$ cat src/sv/dpap_pkg.sv
// ----------------------------------------------------------------------------
// dpap_pkg
// Shared widths, quadrant bases and transaction types for the diamond
// pseudo-angle pair block.
// ----------------------------------------------------------------------------
package dpap_pkg;

	localparam int COORD_BITS = 16;
	localparam int FRAC_BITS  = 16;
	localparam int ANGLE_W    = FRAC_BITS + 2;

	localparam logic [1:0] QUAD_BASE_0 = 2'd0;
	localparam logic [1:0] QUAD_BASE_1 = 2'd1;
	localparam logic [1:0] QUAD_BASE_2 = 2'd2;
	localparam logic [1:0] QUAD_BASE_3 = 2'd3;

	typedef struct packed {
		logic signed [COORD_BITS-1:0] first_x;
		logic signed [COORD_BITS-1:0] first_y;
		logic signed [COORD_BITS-1:0] second_x;
		logic signed [COORD_BITS-1:0] second_y;
	} dpap_req_t;

	typedef struct packed {
		logic [ANGLE_W-1:0] first_angle;
		logic [ANGLE_W-1:0] second_angle;
		logic [ANGLE_W-1:0] angle_between;
	} dpap_rsp_t;

endpackage

$ cat src/sv/dpap_lane.sv
// ----------------------------------------------------------------------------
// dpap_lane
// One vector's pseudo-angle: quadrant selection, then a restoring divider
// pipelined one quotient bit per stage.
// ----------------------------------------------------------------------------
module dpap_lane import dpap_pkg::*; #(
	parameter int COORD_W = COORD_BITS,
	parameter int FRAC_W  = FRAC_BITS
) (
	input  logic                      clk,
	input  logic                      en,
	input  logic signed [COORD_W-1:0] x,
	input  logic signed [COORD_W-1:0] y,
	output logic [FRAC_W+1:0]         angle
);

	localparam int DW = COORD_W + 1;
	localparam int EW = COORD_W + 2;

	logic signed [EW-1:0] xe, ye;
	logic signed [EW-1:0] sum_xy, dif_yx, neg_sum, dif_xy, neg_x, neg_y;
	logic [DW-1:0]        num_c, den_c;
	logic [1:0]           base_c;

	logic [DW-1:0]     rem_s  [FRAC_W+1];
	logic [DW-1:0]     den_s  [FRAC_W+1];
	logic [FRAC_W-1:0] quo_s  [FRAC_W+1];
	logic [1:0]        base_s [FRAC_W+1];

	assign xe      = EW'(x);
	assign ye      = EW'(y);
	assign sum_xy  = xe + ye;
	assign dif_yx  = ye - xe;
	assign neg_sum = -xe - ye;
	assign dif_xy  = xe - ye;
	assign neg_x   = -xe;
	assign neg_y   = -ye;

	always_comb begin
		num_c  = '0;
		den_c  = DW'(1);
		base_c = QUAD_BASE_0;
		if (y > 0) begin
			if (x > 0) begin
				base_c = QUAD_BASE_0;
				num_c  = ye[DW-1:0];
				den_c  = sum_xy[DW-1:0];
			end else begin
				base_c = QUAD_BASE_1;
				num_c  = neg_x[DW-1:0];
				den_c  = dif_yx[DW-1:0];
			end
		end else if (y < 0) begin
			if (x < 0) begin
				base_c = QUAD_BASE_2;
				num_c  = neg_y[DW-1:0];
				den_c  = neg_sum[DW-1:0];
			end else begin
				base_c = QUAD_BASE_3;
				num_c  = xe[DW-1:0];
				den_c  = dif_xy[DW-1:0];
			end
		end else begin
			// zero y: empty quotient, base only
			base_c = (x < 0) ? QUAD_BASE_2 : QUAD_BASE_0;
		end
	end

	always_ff @(posedge clk) begin
		if (en) begin
			rem_s[0]  <= num_c;
			den_s[0]  <= den_c;
			quo_s[0]  <= '0;
			base_s[0] <= base_c;
		end
	end

	for (genvar k = 1; k <= FRAC_W; k++) begin : g_div
		logic [DW:0] trial;
		logic [DW:0] shifted;

		assign shifted = {rem_s[k-1], 1'b0};
		assign trial   = shifted - {1'b0, den_s[k-1]};

		always_ff @(posedge clk) begin
			if (en) begin
				if (!trial[DW]) begin
					rem_s[k] <= trial[DW-1:0];
				end else begin
					rem_s[k] <= shifted[DW-1:0];
				end
				quo_s[k]  <= {quo_s[k-1][FRAC_W-2:0], ~trial[DW]};
				den_s[k]  <= den_s[k-1];
				base_s[k] <= base_s[k-1];
			end
		end
	end

	assign angle = {base_s[FRAC_W], quo_s[FRAC_W]};

endmodule

$ cat src/sv/dpap_merge.sv
// ----------------------------------------------------------------------------
// dpap_merge
// Combine both lane angles, form the wrapped difference and hold the
// result transaction.
// ----------------------------------------------------------------------------
module dpap_merge import dpap_pkg::*; (
	input  logic               clk,
	input  logic               en,
	input  logic [ANGLE_W-1:0] first_angle,
	input  logic [ANGLE_W-1:0] second_angle,
	output dpap_rsp_t          rsp_q
);

	logic [ANGLE_W-1:0] between;

	// wrap modulo four falls out of the fixed width
	assign between = second_angle - first_angle;

	always_ff @(posedge clk) begin
		if (en) begin
			rsp_q.first_angle   <= first_angle;
			rsp_q.second_angle  <= second_angle;
			rsp_q.angle_between <= between;
		end
	end

endmodule

$ cat src/sv/diamond_pseudo_angle_pair_top.sv
// ----------------------------------------------------------------------------
// diamond_pseudo_angle_pair_top
// Diamond pseudo-angles of two vectors and their wrapped difference.
// ----------------------------------------------------------------------------
// Takes one vector pair per clock cycle, unless stalled, and returns one
// result transaction per pair, in order. Each vector has its own lane: a
// quadrant-select register and then a restoring divider with one stage per
// quotient bit, so the divider depth sets the latency. A final register
// merges both lanes and forms the difference. The whole pipeline holds while
// a waiting result is stalled; otherwise it takes a new pair every cycle.
module diamond_pseudo_angle_pair_top import dpap_pkg::*; (
	input  logic      clk,
	input  logic      arst_n,
	input  logic      req_valid,
	output logic      req_stall,
	input  dpap_req_t req,
	output logic      rsp_valid,
	input  logic      rsp_stall,
	output dpap_rsp_t rsp
);

	logic               en;
	logic [FRAC_BITS:0] vld_s;
	logic               rsp_valid_q;
	logic [ANGLE_W-1:0] first_angle, second_angle;

	assign en        = !(rsp_valid_q && rsp_stall);
	assign req_stall = !en;
	assign rsp_valid = rsp_valid_q;

	always_ff @(posedge clk or negedge arst_n) begin
		if (!arst_n) begin
			vld_s       <= '0;
			rsp_valid_q <= 1'b0;
		end else if (en) begin
			vld_s       <= {vld_s[FRAC_BITS-1:0], req_valid};
			rsp_valid_q <= vld_s[FRAC_BITS];
		end
	end

	dpap_lane #(
		.COORD_W (COORD_BITS),
		.FRAC_W  (FRAC_BITS)
	) u_lane_first (
		.clk   (clk),
		.en    (en),
		.x     (req.first_x),
		.y     (req.first_y),
		.angle (first_angle)
	);

	dpap_lane #(
		.COORD_W (COORD_BITS),
		.FRAC_W  (FRAC_BITS)
	) u_lane_second (
		.clk   (clk),
		.en    (en),
		.x     (req.second_x),
		.y     (req.second_y),
		.angle (second_angle)
	);

	dpap_merge u_merge (
		.clk          (clk),
		.en           (en),
		.first_angle  (first_angle),
		.second_angle (second_angle),
		.rsp_q        (rsp)
	);

	a_accept_enters: assert property (@(posedge clk) disable iff (!arst_n)
		(req_valid && !req_stall) |=> vld_s[0])
		else $error("accepted transaction missing from first stage");

	a_rsp_from_pipe: assert property (@(posedge clk) disable iff (!arst_n)
		$rose(rsp_valid) |-> $past(vld_s[FRAC_BITS]))
		else $error("result valid without a transaction in the last stage");

	a_between: assert property (@(posedge clk) disable iff (!arst_n)
		rsp_valid |-> (rsp.angle_between ==
			ANGLE_W'(rsp.second_angle - rsp.first_angle)))
		else $error("angle difference inconsistent with lane angles");

endmodule
$ cat config.mk
export PLATFORM = sky130hd
export DESIGN_NAME = diamond_pseudo_angle_pair_top
export DESIGN_NICKNAME = d
export VERILOG_FILES = /design/src/sv/dpap_pkg.sv /design/src/sv/dpap_lane.sv /design/src/sv/dpap_merge.sv /design/src/sv/diamond_pseudo_angle_pair_top.sv
export SDC_FILE = /design/constraint.sdc
export NUM_CORES = 2
export LEC_CHECK = 0
export BUFFER_PORTS_ARGS = -buffer_cell sky130_fd_sc_hd__clkbuf_2
export CAP_MARGIN = 5
export CORE_ASPECT_RATIO = 1.1
export CORE_MARGIN = 2
export CORE_UTILIZATION = 61
export DETAILED_ROUTE_END_ITERATION = 12
export GPL_TIMING_DRIVEN = 0
export PLACE_DENSITY = 0.78
export SLEW_MARGIN = 40
export SYNTH_ARGS = -nofsm -noshare
export SYNTH_HDL_FRONTEND = slang
export SYNTH_SLANG_ARGS = --single-unit
$ cat constraint.sdc
create_clock -name clk -period 33 [get_ports clk]
set_clock_uncertainty 0.1 [all_clocks]
set_input_delay 3.3 -clock clk [delete_from_list [all_inputs] [get_ports clk]]
set_output_delay 3.3 -clock clk [all_outputs]
set_load 0.005 [all_outputs]
Yosys cells after proc, flatten, opt, wreduce, memory -nomap -nowiden

Memory sizes are Yosys's and may differ from the RTL's.
Index checks and enable logic that the tools add are counted.

Latch bits: 0
Bits in writable memories: 1,768
Memories: 8
Input bits: 68
Register bits: 72
Output and inout bits: 56
Bits in read-only memories: 0
Word-level logic and storage cells: 382

Memories:

| memory              | depth | bits a word | rd ports | clocked after Yosys merged registers in | write ports | RTL line        | RTL |
|---|---|---|---|---|---|---|---|
| u_lane_first.den_s  | 17    | 17          | 16       | 0                                       | 17          | dpap_lane.sv:26 | `logic [DW-1:0] den_s [FRAC_W+1];` |
| u_lane_first.rem_s  | 17    | 17          | 16       | 0                                       | 17          | dpap_lane.sv:25 | `logic [DW-1:0] rem_s [FRAC_W+1];` |
| u_lane_second.den_s | 17    | 17          | 16       | 0                                       | 17          | dpap_lane.sv:26 |  |
| u_lane_second.rem_s | 17    | 17          | 16       | 0                                       | 17          | dpap_lane.sv:25 |  |
| u_lane_first.quo_s  | 17    | 16          | 17       | 0                                       | 17          | dpap_lane.sv:27 | `logic [FRAC_W-1:0] quo_s [FRAC_W+1];` |
| u_lane_second.quo_s | 17    | 16          | 17       | 0                                       | 17          | dpap_lane.sv:27 |  |
| +2 memories         | n/a   | n/a         | n/a      | n/a                                     | n/a         | n/a             |  |

Muxes and demuxes: 251
Shifts and indexed selects: 0
Equal/unequal tests: 0
Div/mod/pow operators: 0
Bitwise gates (word level): 64
Multipliers: 0
Reductions and logical operators: 1
Magnitude comparators: 8
Add/sub/neg operators: 45

Operator list:

| kind                                                                   | count |
|---|---|
| 17-bit 2-to-1 mux                                                      | 48 |
| 18-bit by 17-bit subtractor with 18-bit output                         | 32 |
| 1-bit 2-to-1 mux                                                       | 197 |
| 16-bit negator with 17-bit output                                      | 4 |
| 16-bit by 16-bit subtractor with 17-bit output                         | 4 |
| 16-bit by 1-bit > comparator with 1-bit output (second input constant) | 4 |
| 16-bit by 1-bit < comparator with 1-bit output (second input constant) | 4 |
| 16-bit by 16-bit adder with 17-bit output                              | 2 |
| 17-bit by 16-bit subtractor with 17-bit output                         | 2 |
| 1-bit inverter                                                         | 32 |
| 1-bit bitwise OR                                                       | 32 |
| 18-bit subtractor                                                      | 1 |
| 2-bit 2-to-1 mux                                                       | 6 |
| 1-bit logical AND                                                      | 1 |

Longest topological paths before layout

An unclocked memory read counts as a cell.

Depth in word-level cells: 6
Depth in mapped cells: 22
Depth with buffers taken out: 21

Cells and area by module

A second synthesis with hierarchy kept.

Cell total of the unflattened synthesis: 7,032
Area total of the unflattened synthesis: 83,781.6 µm²

By module, submodules not included:

| module                        | sequential area each (µm²) | instances | area an instance (µm²) | cells an instance |
|---|---|---|---|---|
| dpap_lane at u_lane_second    | 21,440.6                   | 1         | 40,336.2               | 3,535 |
| dpap_lane at u_lane_first     | 21,440.6                   | 1         | 40,163.5               | 3,273 |
| dpap_merge                    | 1,621.6                    | 1         | 2,537.4                | 184 |
| diamond_pseudo_angle_pair_top | 450.4                      | 1         | 744.5                  | 40 |

Worst setup path before layout

OpenSTA, ideal clock, no wires.

Path type: input to register
Start: in rsp_stall
End: mem u_lane_first.base_s[0][0], enable pin
Setup time: 1.717 ns
Buffers on the path: 2
Required time: 31.183 ns
Stages: 3
Path slack: 1.246 ns
Arrival: 29.937 ns
Cells stage by stage: nand2_1 -> clkbuf_1 -> clkbuf_1

RTL lines:

| item        | RTL line                            | RTL |
|---|---|---|
| from (decl) | diamond_pseudo_angle_pair_top.sv:18 | `input logic rsp_stall,` |
| to (decl)   | dpap_lane.sv:28                     | `logic [1:0] base_s [FRAC_W+1];` |

Worst setup path in the final report

Start: in rsp_stall
End: out req_stall

Word-level cells in the longest chain between the ends: 1

Ends and longest elaborated chain:

| item              | RTL line                            | RTL |
|---|---|---|
| 1-bit logical AND | diamond_pseudo_angle_pair_top.sv:27 | `assign en = !(rsp_valid_q && rsp_stall);` |
| to (decl)         | diamond_pseudo_angle_pair_top.sv:15 | `output logic req_stall,` |

Every way passes these cells.

==> metrics.md <==
| Metric | Value |
|---|---|
| Syn avg cell area | `roughly 12 um2` |
| Yosys cell types | `78` |
| Largest net degree at the start of global routing | `46` |
| Clock slew at reported path FFs | `60 ps` |
| Top cell type's share of synthesized area | `0.541` |
| Worst-path maximum fanout | `10` |
| Final setup vio count | `0` |
| Post-Synth Simple-Gate Area | `0.0839` |
| Worst slack, placed | `23420 ps` |
| Post-synth EDFFs | `1482` |
| Initial core utilization | `0.614` |
| Vias/cell | `5.79` |
| Least-Margin Pin Slew | `903 ps` |
| WS Path Type | `input pin to output pin` |
| Data required, critical path | `29600 ps` |
| CTS Sinks | `1500` |
| Die span in x | `roughly 350 um` |
| Max cap viols | `0` |
| Hold Path Cell Cnt | `0` |
| Commonest cells in the netlist | `edfxtp_1 (1482), inv_1 (702), ha_1 (601), a21oi_1 (542), nor2_1 (419)` |
| DR pass1 iterations | `6` |
| Routed vias | `52.6k` |
| Layout cells sized above 1 | `0.119` |
| Antenna Violating Nets Remaining | `0` |
| FMAX | `around 100 MHz` |
| Final hold violations | `0` |
| Synthesized area | `82300 um2` |
| Slowest CP cell | `clkbuf_2` |
| Routed wire length | `165000 um` |
| Worst R2R Path Depth | `13` |
| First-pass GRT wire length | `266000 um` |
| Cell row count | `between 100 and 150` |
| GRT Total Usage | `0.239` |
| Root Driver | `clkbuf_16` |
| Flip-flop and latch area | `about 45000 um2` |
| Clk_lat worst skew | `approximately 800 ps` |
| Nets | `7874` |
| First-iteration detailed-routing DRC count | `3173` |
| Post-CTS resize count | `0` |
| Synth Area in XOR/XNOR | `0.0629` |
| # port buffers | `~100` |
| Synthesis-to-layout area growth | `10.7%` |
| Top FF cell, synth | `edfxtp_1` |
| Tcrit/Tclk final | `0.291` |
| Most frequent cell after synthesis | `edfxtp_1` |
| Vias in the first global route | `54.7k` |
| Hold buffer count at CTS | `0` |
| Wirelength per Cell | `18.2 um` |
| Met3 Usage GRT | `0.0292` |
| Cell mode on critical path | `clkbuf_2` |
| Crit path cell chain | `clkbuf_2 > nand2_1 > inv_1 > clkbuf_2 > clkbuf_2 > clkbuf_2 > buf_1 > clkbuf_2` |
| CTS buffer count | `~150` |
| Net Count, Synth | `7574` |
| GRT busiest layer | `met2` |
| Slew headroom | `0.396` |
| Full die area | `138000 um2` |
| Setup ws final | `about 23000 ps` |
| #FFs+latches synth | `1500` |
| Synthesis Warnings | `0` |
| Initial antenna violation count | `2` |
| Synth Area in Adders | `0.0999` |
| Cells after synthesis | `6870` |
| Tmin final | `9610 ps` |
| Global Route met1 Usage | `0.240` |
| Postcts setup bufs | `0` |
| GRT Residual Overflow | `0` |
| Leading post-synthesis cells by cell area | `edfxtp_1 (54%), ha_1 (9.1%), mux2_2 (4.8%)` |
| RSZ-0062 raised after global routing | `no` |
| GR Util met2 | `0.476` |
| Asr flop ratio synth | `0.0120` |
| Detailed-route DRC error count | `0` |
| Largest family of logic cells by synthesized area | `compound AO/OA/AOI/OAI gates` |
| Critical path capture point type | `output pin` |
| CTS tree | `built` |
| Clk buf depth | `3` |
| Final core utilization | `0.679` |
| Cell taking the most area after synthesis | `edfxtp_1` |
| Pins Over Slew Limit | `0` |
| DP HPWL | `123000 um` |
| Core area | `around 130000 um2` |
| Register area share after synthesis | `0.546` |
| Die Y | `389 um` |
| Hold Crit Class | `flip-flop to flip-flop` |
| CP max stage delay | `690 ps` |
| Status | `finished clean` |
| Footprint of the multi-input gates | `34200 um2` |
| Fillers | `9302` |
| GPL Wtd Cong | `0.957` |
| H-tree depth | `4` |
| Crit path launch type | `input pin` |
| Mux contribution to synthesized area | `0.0548` |
| IO Pins | `124` |
| Compound-gate portion of the synthesized area | `0.114` |
| Setup TNS | `0 ps` |
| Worst EP arrival | `6210 ps` |
==> stage by stage <==
| step | cells | area (um2) | hold slack (ps) |
|---|---|---|---|
| global route | 9082 | 91100 | 315 |
| CTS | 9081 | 91000 | 307 |
| finish | 9083 | 91100 | 306 |
| global placement | 8760 | 85000 | 300 |
| floorplan | 6870 | 82300 | 300 |
| detailed placement | 8802 | 85900 | 305 |
==> worst paths after layout <==
path / endpoint / slack (ps) / from
setup / recovery: req_stall / 23390 / rsp_stall
hold / removal: u_lane_first.quo_s[0][148] / 310 / u_lane_first.quo_s[0][131]
max in group asynchronous: vld_s[10] / 30140 / arst_n
min in group asynchronous: vld_s[1] / 2350 / arst_n
hold reg to reg: u_lane_first.quo_s[0][148] / 310 / u_lane_first.quo_s[0][131]
setup reg to reg: u_lane_first.rem_s[1][2] / 28620 / u_lane_first.den_s[0][1]
==> registers in the layout, summed over array words and instances, names as in the netlist <==
register / flops
u_lane_second.quo_s: 136
u_lane_second.den_s: 272
u_lane_first.base_s: 34
vld_s: 17
u_lane_second.rem_s: 272
u_merge.rsp_q: 54
u_lane_first.rem_s: 272
u_lane_first.quo_s: 136
u_lane_second.base_s: 34
u_lane_first.den_s: 272
rsp_valid: 1
==> logic make-up (layout without fill, tap and decap cells) <==
kind of cell,after synthesis,count (layout)
flip-flops,1500,1500
adder cells (fa/ha/maj),636,636
AO/OA/AOI/OAI,1489,1489
AND/OR/NAND/NOR,1427,1427
XOR/XNOR,591,591
other,0,2
multiplexers,406,406
buffers and inverters,821,1245
==> critical path, delay by kind of cell <==
kind          cells  cell delay [ps]
simple gates      1              330
buf+inv           7             2540
==> routing by layer <==
| layer | wire (um) | vias to the layer above |
|---|---|---|
| li1 | - | 25749 |
| met1 | 58800 | 25284 |
| met2 | 93000 | 1172 |
| met3 | 5460 | 404 |
| met4 | 8200 | 0 |
| met5 | 0 | - |
==> placed cells by master (no fill, tap or decap), types with 54 or more instances in the layout <==
cell       Yosys  routed
nor2_1       419     406
o21a_1       140     140
a21o_1       121     121
clkbuf_2       2     109
edfxtp_1    1482    1482
clkbuf_16      0     156
nand3_1      100     100
nor2b_1      127     127
nand2_1      333     332
xor2_1       206     206
xnor2_1      385     385
nand2b_1      95      95
o21ai_0      241     241
nor3_1       108     108
inv_1        702     702
clkbuf_1      70      96
ha_1         601     601
o31ai_1       56      55
a21oi_1      542     542
mux2i_1       54      54
mux2_2       352     352
==> area by class of cell <==
| class | instances | share of cell area |
|---|---|---|
| Sequential cell | 1500 | 0.494 |
| Multi-Input combinational cell | 4549 | 0.376 |
| Clock buffer | 187 | 0.0442 |
| Inverter | 703 | 0.0290 |
| Tap cell | 1787 | 0.0246 |
| Timing Repair Buffer | 145 | 0.0150 |
| Clock inverter | 92 | 0.0121 |
| Buffer | 118 | 0.00554 |
| Antenna cell | 2 | 0.0000550 |
Power is left out: the tool's default activity adds up to more than one toggle a clock period on the data nets, which glitch-free logic cannot reach.
